===== config.mk =====
export PLATFORM = sky130hd
export DESIGN_NAME = i2c_eeprom_master_flat
export DESIGN_NICKNAME = d
export VERILOG_FILES = /design/src/i2cee_pkg.sv /design/src/i2cee_if.sv /design/src/i2c_eeprom_master.sv /design/src/i2cee_queue.sv /design/src/i2cee_engine.sv /design/src/flat_wrapper.sv
export VERILOG_INCLUDE_DIRS = /design/src /design/src/src
export SDC_FILE = /design/constraint.sdc
export NUM_CORES = 1
export LEC_CHECK = 0
export BUFFER_PORTS_ARGS = -buffer_cell sky130_fd_sc_hd__buf_2
export CORE_AREA = 5 5 148 150
export DETAILED_ROUTE_END_ITERATION = 12
export DIE_AREA = 0 0 153 155
export GPL_ROUTABILITY_DRIVEN = 0
export PLACE_DENSITY = 0.74
export SKIP_LAST_GASP = 1
export SYNTH_ARGS = -nofsm -noshare
export SYNTH_HDL_FRONTEND = slang
export SYNTH_SLANG_ARGS = --single-unit

===== constraint.sdc =====
create_clock -name clk -period 4 [get_ports clk]
set_clock_uncertainty 0.2 [all_clocks]
set_input_delay 1 -clock clk [delete_from_list [all_inputs] [get_ports clk]]
set_output_delay 1 -clock clk [all_outputs]
set_load 0.02 [all_outputs]

===== src/assert_macros.svh =====
// Assertion macros for the RTL files (included by i2cee_engine).
`ifndef ASSERT_MACROS_SVH
`define ASSERT_MACROS_SVH

// Implication checked on every clock edge outside reset.
`define ASSERT_IMPL(label, clk, rst_n, ante, cons, msg) \
    label: assert property (@(posedge clk) disable iff (!rst_n) (ante) |-> (cons)) \
        else $error(msg);

// Implication whose consequent is checked in the next cycle.
`define ASSERT_NEXT(label, clk, rst_n, ante, cons, msg) \
    label: assert property (@(posedge clk) disable iff (!rst_n) (ante) |=> (cons)) \
        else $error(msg);

`endif


===== src/i2cee_pkg.sv =====
// ----------------------------------------------------------------------------
// i2cee_pkg
// Types and constants of the EEPROM I2C master.
// ----------------------------------------------------------------------------
package i2cee_pkg;

    typedef enum logic [3:0] {
        S_IDLE    = 4'd0,
        S_START   = 4'd1,
        S_TX_DEV  = 4'd2,
        S_AK_DEV  = 4'd3,
        S_TX_WORD = 4'd4,
        S_AK_WORD = 4'd5,
        S_TX_DATA = 4'd6,
        S_AK_DATA = 4'd7,
        S_RESTART = 4'd8,
        S_TX_RDEV = 4'd9,
        S_AK_RDEV = 4'd10,
        S_RX      = 4'd11,
        S_MACK    = 4'd12,
        S_NACK    = 4'd13,
        S_STOP    = 4'd14,
        S_WAIT    = 4'd15
    } step_t;

    typedef enum logic [2:0] {
        ST_OK        = 3'd0,
        ST_DEV_NACK  = 3'd1,
        ST_WORD_NACK = 3'd2,
        ST_DATA_NACK = 3'd3,
        ST_RADR_NACK = 3'd4
    } status_t;

    localparam logic [1:0] REG_SLAVE = 2'd0;
    localparam logic [1:0] REG_PHASE = 2'd1;
    localparam logic [1:0] REG_WAIT  = 2'd2;

    localparam logic [7:0] RST_SLAVE = 8'd160;
    localparam logic [7:0] RST_PHASE = 8'd10;
    localparam logic [7:0] RST_WAIT  = 8'd10;

    typedef struct packed {
        logic       command_valid;
        logic       operation;
        logic [7:0] word_address;
        logic [7:0] byte_count;
        logic [7:0] write_data;
        logic       sda_in;
        logic       ms_tick;
    } cmd_t;

    typedef struct packed {
        logic       scl;
        logic       sda_out;
        logic       sda_drive;
        logic [7:0] read_data;
        logic       read_valid;
        logic       data_request;
        logic       busy_res;
        logic       done_res;
        logic [2:0] status;
    } res_t;

    typedef struct packed {
        logic [7:0] slave_address;
        logic [7:0] phase_ticks;
        logic [7:0] write_wait_ms;
    } cfg_t;

endpackage


===== src/i2cee_if.sv =====
// ----------------------------------------------------------------------------
// i2cee_if
// Valid/ready channel carrying one payload of type T.
// ----------------------------------------------------------------------------
interface i2cee_if #(parameter type T = logic) (input logic clk);
    logic valid;
    logic ready;
    T     data;
    modport source (output valid, output data, input ready);
    modport sink (input valid, input data, output ready);
endinterface


===== src/i2c_eeprom_master.sv =====
// ----------------------------------------------------------------------------
// i2c_eeprom_master
// Tick-driven I2C master for serial EEPROM page write and sequential read.
// ----------------------------------------------------------------------------
//  channel | dir | payload
//  req     | in  | command_valid operation word_address byte_count write_data
//          |     | sda_in ms_tick (one request per bus tick)
//  res     | out | scl sda_out sda_drive read_data read_valid data_request
//          |     | busy_res done_res status (one per request)
//
//  Each request is one tick; the engine handles one per clock while its
//  skid stage is empty, so the sustained rate is one request per cycle, set
//  by the sequencer's single next-state step. A request passes the queue,
//  then the output register. A stall on res fills the skid stage and then the
//  queue before req stalls. Reset is asynchronous and needs no clearing pass.
// ----------------------------------------------------------------------------
module i2c_eeprom_master #(
    parameter int MAX_BYTES = 256
)
(
    input  logic        clk,
    input  logic        rst_n,
    i2cee_if.sink       req,
    i2cee_if.source     res,
    input  logic        cfg_we,
    input  logic [1:0]  cfg_index,
    input  logic [7:0]  cfg_data
);
    import i2cee_pkg::*;

    cfg_t cfg_reg;
    logic q_valid, q_ready;
    cmd_t q_data;

    // the user writes these registers only while idle (not enforced here); taken at once by the engine
    always_ff @(posedge clk or negedge rst_n)
    begin
        if (!rst_n)
        begin
            cfg_reg.slave_address <= RST_SLAVE;
            cfg_reg.phase_ticks   <= RST_PHASE;
            cfg_reg.write_wait_ms <= RST_WAIT;
        end
        else if (cfg_we)
        begin
            case (cfg_index)
                REG_SLAVE: cfg_reg.slave_address <= cfg_data;
                REG_PHASE: cfg_reg.phase_ticks   <= cfg_data;
                REG_WAIT:  cfg_reg.write_wait_ms <= cfg_data;
                default:   ;
            endcase
        end
    end

    // front: request queue
    i2cee_queue u_queue (
        .clk       (clk),
        .rst_n     (rst_n),
        .in_valid  (req.valid),
        .in_ready  (req.ready),
        .in_data   (req.data),
        .out_valid (q_valid),
        .out_ready (q_ready),
        .out_data  (q_data)
    );

    // back: bus sequencer with output skid
    i2cee_engine #(.MAX_BYTES(MAX_BYTES)) u_engine (
        .clk       (clk),
        .rst_n     (rst_n),
        .cfg       (cfg_reg),
        .in_valid  (q_valid),
        .in_ready  (q_ready),
        .in_data   (q_data),
        .out_valid (res.valid),
        .out_ready (res.ready),
        .out_data  (res.data)
    );
endmodule


===== src/i2cee_queue.sv =====
// ----------------------------------------------------------------------------
// i2cee_queue
// Two-entry request queue between the front and the bus engine.
// ----------------------------------------------------------------------------
module i2cee_queue
(
    input  logic                clk,
    input  logic                rst_n,
    input  logic                in_valid,
    output logic                in_ready,
    input  i2cee_pkg::cmd_t     in_data,
    output logic                out_valid,
    input  logic                out_ready,
    output i2cee_pkg::cmd_t     out_data
);
    import i2cee_pkg::*;

    cmd_t       mem_reg [2];
    logic       wp_reg, wp_next, rp_reg, rp_next;
    logic [1:0] cnt_reg, cnt_next;
    logic       push, pop;

    assign in_ready  = (cnt_reg != 2'd2);
    assign out_valid = (cnt_reg != 2'd0);
    assign out_data  = mem_reg[rp_reg];
    assign push      = in_valid && in_ready;
    assign pop       = out_valid && out_ready;

    always_comb
    begin
        wp_next  = push ? ~wp_reg : wp_reg;
        rp_next  = pop ? ~rp_reg : rp_reg;
        cnt_next = cnt_reg + {1'b0, push} - {1'b0, pop};
    end

    always_ff @(posedge clk or negedge rst_n)
    begin
        if (!rst_n)
        begin
            wp_reg  <= 1'b0;
            rp_reg  <= 1'b0;
            cnt_reg <= 2'd0;
        end
        else
        begin
            wp_reg  <= wp_next;
            rp_reg  <= rp_next;
            cnt_reg <= cnt_next;
        end
    end

    always_ff @(posedge clk)
    begin
        if (push)
        begin
            mem_reg[wp_reg] <= in_data;
        end
    end
endmodule


===== src/i2cee_engine.sv =====
// ----------------------------------------------------------------------------
// i2cee_engine
// Bus sequencer: one tick per request, one result per tick into an output register with a skid stage.
// ----------------------------------------------------------------------------
`include "assert_macros.svh"

module i2cee_engine #(
    parameter int MAX_BYTES = 256
)
(
    input  logic                clk,
    input  logic                rst_n,
    input  i2cee_pkg::cfg_t     cfg,
    input  logic                in_valid,
    output logic                in_ready,
    input  i2cee_pkg::cmd_t     in_data,
    output logic                out_valid,
    input  logic                out_ready,
    output i2cee_pkg::res_t     out_data
);
    import i2cee_pkg::*;

    localparam logic [8:0] MAX_CNT = 9'(MAX_BYTES);

    step_t      step_reg, step_next;
    logic [1:0] sub_reg, sub_next;
    logic [7:0] pc_reg, pc_next;
    logic [3:0] bit_reg, bit_next;
    logic [7:0] sh_reg, sh_next;
    logic [8:0] left_reg, left_next;
    logic       ack_reg, ack_next;
    logic [7:0] wc_reg, wc_next;
    logic       rm_reg, rm_next;
    logic [7:0] wa_reg, wa_next;
    logic [2:0] st_reg, st_next;
    logic       scl_reg, scl_next, sda_reg, sda_next, drv_reg, drv_next;
    logic [7:0] rdata;
    logic       rvalid, done;
    logic       go;
    res_t       res;

    // output register plus skid entry
    logic       ov_reg, sv_reg;
    res_t       od_reg, sd_reg;

    assign in_ready  = !sv_reg;
    assign go        = in_valid && in_ready;
    assign out_valid = ov_reg;
    assign out_data  = od_reg;

    function automatic logic is_tx(step_t s);
        return s == S_TX_DEV || s == S_TX_WORD || s == S_TX_DATA || s == S_TX_RDEV;
    endfunction

    function automatic logic is_ack(step_t s);
        return s == S_AK_DEV || s == S_AK_WORD || s == S_AK_DATA || s == S_AK_RDEV;
    endfunction

    always_comb
    begin
        logic [7:0] pt;
        logic [8:0] cnt;
        logic       do_enter;
        step_t      es;
        logic [1:0] ep;
        logic [1:0] last;
        logic [3:0] bn;
        pt = (cfg.phase_ticks == 8'd0) ? 8'd1 : cfg.phase_ticks;
        step_next = step_reg; sub_next = sub_reg; pc_next = pc_reg;
        bit_next = bit_reg; sh_next = sh_reg; left_next = left_reg;
        ack_next = ack_reg; wc_next = wc_reg; rm_next = rm_reg;
        wa_next = wa_reg; st_next = st_reg;
        scl_next = scl_reg; sda_next = sda_reg; drv_next = drv_reg;
        rdata = 8'd0; rvalid = 1'b0; done = 1'b0;
        do_enter = 1'b0; es = step_reg; ep = 2'd0;
        cnt = 9'd0; bn = 4'd0;
        last = (step_reg == S_START || step_reg == S_RESTART) ? 2'd3 : 2'd2;

        if (step_reg == S_IDLE)
        begin
            if (in_data.command_valid)
            begin
                cnt = (in_data.byte_count == 8'd0) ? 9'd256 : {1'b0, in_data.byte_count};
                if (cnt > MAX_CNT)
                begin
                    cnt = MAX_CNT;
                end
                rm_next = in_data.operation;
                wa_next = in_data.word_address;
                left_next = cnt;
                st_next = ST_OK;
                do_enter = 1'b1; es = S_START;
            end
        end
        else if (step_reg == S_WAIT)
        begin
            if (in_data.ms_tick)
            begin
                wc_next = wc_reg + 8'd1;
                if (wc_next >= cfg.write_wait_ms)
                begin
                    step_next = S_IDLE; sub_next = 2'd0; pc_next = 8'd0; done = 1'b1;
                end
            end
        end
        else
        begin
            if (is_ack(step_reg) && sub_reg == 2'd1 && !in_data.sda_in)
            begin
                ack_next = 1'b1;
            end
            if (step_reg == S_RX && sub_reg == 2'd0 && pc_reg == 8'd1)
            begin
                sh_next = {sh_reg[6:0], in_data.sda_in};
            end
            if (pc_reg > 8'd1)
            begin
                pc_next = pc_reg - 8'd1;
            end
            else if (sub_reg < last)
            begin
                do_enter = 1'b1; es = step_reg; ep = sub_reg + 2'd1;
            end
            else if (step_reg == S_START)
            begin
                sh_next = cfg.slave_address; bit_next = 4'd0;
                do_enter = 1'b1; es = S_TX_DEV;
            end
            else if (step_reg == S_RESTART)
            begin
                sh_next = cfg.slave_address | 8'h01; bit_next = 4'd0;
                do_enter = 1'b1; es = S_TX_RDEV;
            end
            else if (is_tx(step_reg))
            begin
                sh_next = {sh_reg[6:0], 1'b0};
                bn = bit_reg + 4'd1;
                bit_next = bn;
                do_enter = 1'b1;
                es = (bn < 4'd8) ? step_reg : step_t'(step_reg + 4'd1);
            end
            else if (is_ack(step_reg))
            begin
                do_enter = 1'b1;
                if (!ack_next)
                begin
                    case (step_reg)
                        S_AK_DEV:  st_next = ST_DEV_NACK;
                        S_AK_WORD: st_next = ST_WORD_NACK;
                        S_AK_DATA: st_next = ST_DATA_NACK;
                        default:   st_next = ST_RADR_NACK;
                    endcase
                    es = S_STOP;
                end
                else if (step_reg == S_AK_DEV)
                begin
                    sh_next = wa_reg; bit_next = 4'd0; es = S_TX_WORD;
                end
                else if (step_reg == S_AK_WORD)
                begin
                    if (rm_reg)
                    begin
                        es = S_RESTART;
                    end
                    else
                    begin
                        sh_next = in_data.write_data; bit_next = 4'd0; es = S_TX_DATA;
                    end
                end
                else if (step_reg == S_AK_DATA)
                begin
                    if (left_reg > 9'd0)
                    begin
                        left_next = left_reg - 9'd1;
                    end
                    if (left_next > 9'd0)
                    begin
                        sh_next = in_data.write_data; bit_next = 4'd0; es = S_TX_DATA;
                    end
                    else
                    begin
                        es = S_STOP;
                    end
                end
                else
                begin
                    sh_next = 8'd0; bit_next = 4'd0; es = S_RX;
                end
            end
            else if (step_reg == S_RX)
            begin
                bn = bit_reg + 4'd1;
                bit_next = bn;
                do_enter = 1'b1;
                if (bn < 4'd8)
                begin
                    es = S_RX;
                end
                else
                begin
                    rvalid = 1'b1; rdata = sh_next; drv_next = 1'b1;
                    if (left_reg > 9'd0)
                    begin
                        left_next = left_reg - 9'd1;
                    end
                    es = (left_next > 9'd0) ? S_MACK : S_NACK;
                end
            end
            else if (step_reg == S_MACK)
            begin
                sh_next = 8'd0; bit_next = 4'd0; do_enter = 1'b1; es = S_RX;
            end
            else if (step_reg == S_NACK)
            begin
                do_enter = 1'b1; es = S_STOP;
            end
            else
            begin
                if (!rm_reg && st_reg == ST_OK && cfg.write_wait_ms != 8'd0)
                begin
                    wc_next = 8'd0; step_next = S_WAIT; sub_next = 2'd0; pc_next = 8'd0;
                end
                else
                begin
                    step_next = S_IDLE; sub_next = 2'd0; pc_next = 8'd0; done = 1'b1;
                end
            end
        end

        if (do_enter)
        begin
            step_next = es; sub_next = ep; pc_next = pt;
            if (es == S_START || es == S_RESTART)
            begin
                case (ep)
                    2'd0:    begin sda_next = 1'b1; drv_next = 1'b1; end
                    2'd1:    scl_next = 1'b1;
                    2'd2:    sda_next = 1'b0;
                    default: scl_next = 1'b0;
                endcase
            end
            else if (is_tx(es))
            begin
                case (ep)
                    2'd0:    begin sda_next = sh_next[7]; drv_next = 1'b1; end
                    2'd1:    scl_next = 1'b1;
                    default: scl_next = 1'b0;
                endcase
            end
            else if (is_ack(es))
            begin
                case (ep)
                    2'd0:    begin drv_next = 1'b0; sda_next = 1'b1; ack_next = 1'b0; end
                    2'd1:    scl_next = 1'b1;
                    default: begin scl_next = 1'b0; drv_next = 1'b1; end
                endcase
            end
            else if (es == S_RX)
            begin
                case (ep)
                    2'd0:    begin drv_next = 1'b0; scl_next = 1'b1; end
                    2'd2:    scl_next = 1'b0;
                    default: ;
                endcase
            end
            else if (es == S_MACK || es == S_NACK)
            begin
                case (ep)
                    2'd0:    begin sda_next = (es == S_NACK); drv_next = 1'b1; end
                    2'd1:    scl_next = 1'b1;
                    default: scl_next = 1'b0;
                endcase
            end
            else
            begin
                case (ep)
                    2'd0:    begin sda_next = 1'b0; drv_next = 1'b1; end
                    2'd1:    scl_next = 1'b1;
                    default: sda_next = 1'b1;
                endcase
            end
        end

        res.scl = scl_next;
        res.sda_out = sda_next;
        res.sda_drive = drv_next;
        res.read_data = rdata;
        res.read_valid = rvalid;
        res.data_request = sub_next == 2'd2 && ack_next && !rm_next &&
            (step_next == S_AK_WORD || (step_next == S_AK_DATA && left_next > 9'd1));
        res.busy_res = step_next != S_IDLE;
        res.done_res = done;
        res.status = st_next;
    end

    always_ff @(posedge clk or negedge rst_n)
    begin
        if (!rst_n)
        begin
            step_reg <= S_IDLE; sub_reg <= 2'd0; pc_reg <= 8'd0; bit_reg <= 4'd0;
            sh_reg <= 8'd0; left_reg <= 9'd0; ack_reg <= 1'b0; wc_reg <= 8'd0;
            rm_reg <= 1'b0; wa_reg <= 8'd0; st_reg <= 3'd0;
            scl_reg <= 1'b1; sda_reg <= 1'b1; drv_reg <= 1'b1;
            ov_reg <= 1'b0; sv_reg <= 1'b0;
        end
        else
        begin
            if (go)
            begin
                step_reg <= step_next; sub_reg <= sub_next; pc_reg <= pc_next;
                bit_reg <= bit_next; sh_reg <= sh_next; left_reg <= left_next;
                ack_reg <= ack_next; wc_reg <= wc_next; rm_reg <= rm_next;
                wa_reg <= wa_next; st_reg <= st_next;
                scl_reg <= scl_next; sda_reg <= sda_next; drv_reg <= drv_next;
            end
            if (!ov_reg || out_ready)
            begin
                ov_reg <= sv_reg || go;
                sv_reg <= 1'b0;
            end
            else if (go)
            begin
                sv_reg <= 1'b1;
            end
        end
    end

    always_ff @(posedge clk)
    begin
        if (!ov_reg || out_ready)
        begin
            od_reg <= sv_reg ? sd_reg : res;
        end
        else if (go)
        begin
            sd_reg <= res;
        end
    end

    `ASSERT_IMPL(a_skid_needs_out, clk, rst_n, sv_reg, ov_reg, "skid full without output")
    `ASSERT_NEXT(a_wait_no_pins, clk, rst_n, go && step_reg == S_WAIT && step_next == S_WAIT,
        $stable(scl_reg) && $stable(drv_reg), "pins moved during write wait")
    `ASSERT_IMPL(a_bits_range, clk, rst_n, is_tx(step_reg) || step_reg == S_RX,
        bit_reg < 4'd8, "bit counter out of range")
endmodule


===== src/flat_wrapper.sv =====
// flat-port wrapper written by rule: the top's interface ports become plain ports
module i2c_eeprom_master_flat import i2cee_pkg::*;
#(
    parameter int MAX_BYTES = 256
)
  (clk, rst_n, cfg_we, cfg_index, cfg_data, req_valid, req_data, req_ready, res_valid, res_data, res_ready);
  i2cee_if #(.T(cmd_t)) req_i (.clk(clk));
  i2cee_if #(.T(res_t)) res_i (.clk(clk));
  input  logic clk;
  input  logic rst_n;
  input  logic cfg_we;
  input  logic [1:0] cfg_index;
  input  logic [7:0] cfg_data;
  input wire logic [$bits(req_i.valid)-1:0] req_valid;
  input wire logic [$bits(req_i.data)-1:0] req_data;
  output wire logic [$bits(req_i.ready)-1:0] req_ready;
  output wire logic [$bits(res_i.valid)-1:0] res_valid;
  output wire logic [$bits(res_i.data)-1:0] res_data;
  input wire logic [$bits(res_i.ready)-1:0] res_ready;
  assign req_i.valid = req_valid;
  assign req_i.data = req_data;
  assign req_ready = req_i.ready;
  assign res_valid = res_i.valid;
  assign res_data = res_i.data;
  assign res_i.ready = res_ready;
  i2c_eeprom_master #(.MAX_BYTES(MAX_BYTES)) u_core (.clk(clk), .rst_n(rst_n), .req(req_i), .res(res_i), .cfg_we(cfg_we), .cfg_index(cfg_index), .cfg_data(cfg_data));
endmodule

==> flow_metrics.env <==
export IMPL_clkSinkCount=181
export IMPL_worstPathMaxFanout=12
export IMPL_synth_net_count=1051
export IMPL_synthFlopType="edfxtp_1"
export IMPL_hpwl_um=18400
export IMPL_ys_ff_latch=181
export IMPL_rr_startpoint="u_core.u_engine.step_reg[3]"
export IMPL_cp_start_kind="register"
export IMPL_cts_root_buf="clkbuf_16"
export IMPL_power_density_nw_per_um2=685
export IMPL_cts_tree="built"
export IMPL_timing_rr_end="u_core.u_engine.out_data[16]"
export IMPL_die_h_um=155
export IMPL_hold_class="reg2reg"
export IMPL_drtPass1Iterations=6
export IMPL_reg2reg_depth=10
export IMPL_path_depth=10
export IMPL_avgSynthCellArea_um2=10.1
export IMPL_worstSetupPathType="reg2reg"
export IMPL_rows=53
export IMPL_async_reset_ff_share_pct=49.2
export IMPL_min_from="u_core.u_engine.st_reg[0]"
export IMPL_p_leak_uw=0.00471
export IMPL_grt_pass1_vias=7926
export IMPL_cpMaxStageDelayCell="dfrtp_1"
export IMPL_drt_wirelength_per_cell_um=18.3
export IMPL_path_delay_family="compound AO/OA/AOI/OAI gates"
export IMPL_post_route_period_util_pct=98.1
export IMPL_clk_pin_slew_ns=0.07
export IMPL_antenna_found_initial=0
export IMPL_grt_usage_pct=21.4
export IMPL_fin_nets=1160
export IMPL_yosys_area_top_type_share_pct=27.8
export IMPL_synth_seq_area_share_pct=50.3
export IMPL_crit_buf_inv=0
export IMPL_rsz0062_at_grt="true"
export IMPL_whs_path_depth=2
export IMPL_path_cells="nor2b_1, nand2_1, or4_1, mux2i_1, a311oi_1, a211oi_1, o21ai_0, o2bb2ai_1, a311o_1, a22o_1"
export IMPL_largest_register_ff_count=56
export IMPL_cts_hold_fix_buffers=0
export IMPL_grt_max_degree=45
export IMPL_num_antenna_cells=0
export IMPL_max_stage_delay_ns=0.66
export IMPL_hold_end="u_core.u_engine.st_reg[0]"
export IMPL_initial_core_util_pct=48.4
export IMPL_synthCells=987
export IMPL_coreArea_um2=20600
export IMPL_vdd_drop_max_mv=0.460
export IMPL_synth_area_leaders="edfxtp_1 (28%), dfrtp_1 (20%), o21ai_0 (4.1%)"
export IMPL_finalMaxSlewViolations=0
export IMPL_setup_viol_count_final=0
export IMPL_postRouteAntennaNets=0
export IMPL_yosysUniqueCellTypes=72
export IMPL_drive_gt1_share_pct=23.2
export IMPL_crit_arrival_ns=3.93
export IMPL_ios=63
export IMPL_synth_warnings=0
export IMPL_synth_edf_count=92
export IMPL_worst_ep_required_time_ns=4.01
export IMPL_design_area_um2=11700
export IMPL_gr_total_overflow=0
export IMPL_tightestPinTransition_ns=1.05
export IMPL_drtIter0Drc=886
export IMPL_n_fill_cell=1761
export IMPL_end_kind="register"
export IMPL_drv_cap=0
export IMPL_relSlewSlack_pct=29.5
export IMPL_routed_via_density=6.02
export IMPL_clk_latency_ns=0.44
export IMPL_wl_um=25400
export IMPL_status="finished, final reports clean"
export IMPL_period_needed_ns=3.92
export IMPL_die_area_um2=23700
export IMPL_clk_path_buf_depth=2
export IMPL_vias=8338
export IMPL_placed_area_um2=11000
export IMPL_reg2reg_setup_slack_ns=0.08
export IMPL_numCtsBuffers=17
export IMPL_route_detailed_drc=0
export IMPL_fmax_mhz=255
export IMPL_dieWidth_um=153
export IMPL_portBuffers=62
export IMPL_final_cell_mix="nand2_1 (106), edfxtp_1 (92), nor2_1 (86)"
export IMPL_fin_setup_tns_ns=0
export IMPL_layout_commonest_cell="nand2_1"
export IMPL_grt_pass1_wl_um=41100
export IMPL_netlist_area_um2=9940
export IMPL_hold_violations=0
export IMPL_cts_max_level=4
export IMPL_area_delta_synth_final_pct=18.0
export IMPL_synth_largest_area_cell="edfxtp_1"
cell usage after synthesis (5+ instances only):
master and number:
and3_1 14, nand2_1 106, or2_2 7, ha_1 21
nor3_1 23, o22ai_1 5, o21a_1 5, mux2i_1 37
xnor2_1 10, a31oi_1 13, a211oi_1 9, o21ai_0 81
nor2_1 87, nor2b_1 12, edfxtp_1 92, buf_2 5
dfrtp_1 80, o31ai_1 15, nand4b_1 6, nand4_1 5
nor3b_1 8, nor4_1 10, inv_1 29, o211ai_1 8
o221ai_1 11, a22oi_1 11, clkbuf_1 47, dfstp_2 9
nand2b_1 10, mux2_2 33, a21o_1 9, or3_1 7
a21oi_1 56, nand3b_1 5, nand3_1 20
per-stage QoR:
step	hold WS [ns]	util [%]	worst slack (ns)	std cells	total power [uW]
CTS	0.311	56.4	0.00745	1382	7860
detailed placement	0.294	53.5	0.0105	1350	6160
floorplan	0.259	-	0.210	987	5010
global route	0.336	57.1	-0.0503	1384	8530
global placement	0.287	53.5	0.00881	1350	6090
finish	0.309	57.1	0.0755	1384	8030
kinds of logic (layout without fill, tap and decap cells):
kind of cell,after synthesis,after routing,share of synthesized area [%]
multiplexers,70,70,7.46
buffers and inverters,85,207,3.27
AO/OA/AOI/OAI,282,282,18.8
flip-flops,181,181,50.3
adder cells (fa/ha/maj),21,21,2.64
AND/OR/NAND/NOR,334,334,16.3
XOR/XNOR,14,14,1.23
layer usage:
layer  global-route usage, %  share of wire (%)  vias up
met5                       0                  0        -
met1                    28.6                 43     3924
met2                    33.8                 46      413
met3                    4.84                7.9       85
li1                        -                  -     3916
met4                    9.12                3.7        0
worst register-to-register path, stage by stage, from the launching register on:
cell       delay [ns]
dfrtp_1          0.66
nor2b_1          0.45
nand2_1          0.17
or4_1            0.53
mux2i_1          0.30
a311oi_1         0.09
a211oi_1         0.31
o21ai_0          0.23
o2bb2ai_1        0.18
a311o_1          0.39
a22o_1           0.18
power by group:
part	leakage, uW	switching, uW	internal [uW]
Combinational	0.00245	2190	1380
Clock	0.000288	719	952
Sequential	0.00197	289	2510
final cells by class:
cell class              count  area [um2]  area share [%]
well taps                 275         344            2.93
flip-flops and latches    181        5000            42.6
multi-input cells         721        4750            40.5
inverters                  29         109           0.928
clock buffers              20         457            3.89
repair buffers            146         943            8.04
clock inverters            12         126            1.08
worst max path at each step:
stage,startpoint,endpoint,slack (ns)
global route,u_core.u_engine.step_reg[3],u_core.u_engine.out_data[17],-0.05
global placement,u_core.u_engine.step_reg[0],u_core.u_engine.out_data[5],0.009
CTS,u_core.u_engine.step_reg[1],u_core.u_engine.out_data[17],0.007
floorplan,u_core.u_engine.step_reg[0],u_core.u_engine.out_data[16],0.21
finish,u_core.u_engine.step_reg[3],u_core.u_engine.out_data[16],0.08
detailed placement,u_core.u_engine.step_reg[0],u_core.u_engine.out_data[17],0.01
repair_timing:
action,4_1_cts,5_1_grt
gates resized for setup,5,24
setup buffers,0,2
hold endpoints to repair,0,0
cloned,0,0
setup endpoints to repair,3,11
pin swaps,0,2
No activity file was read; power rests on OpenSTA's default activity.
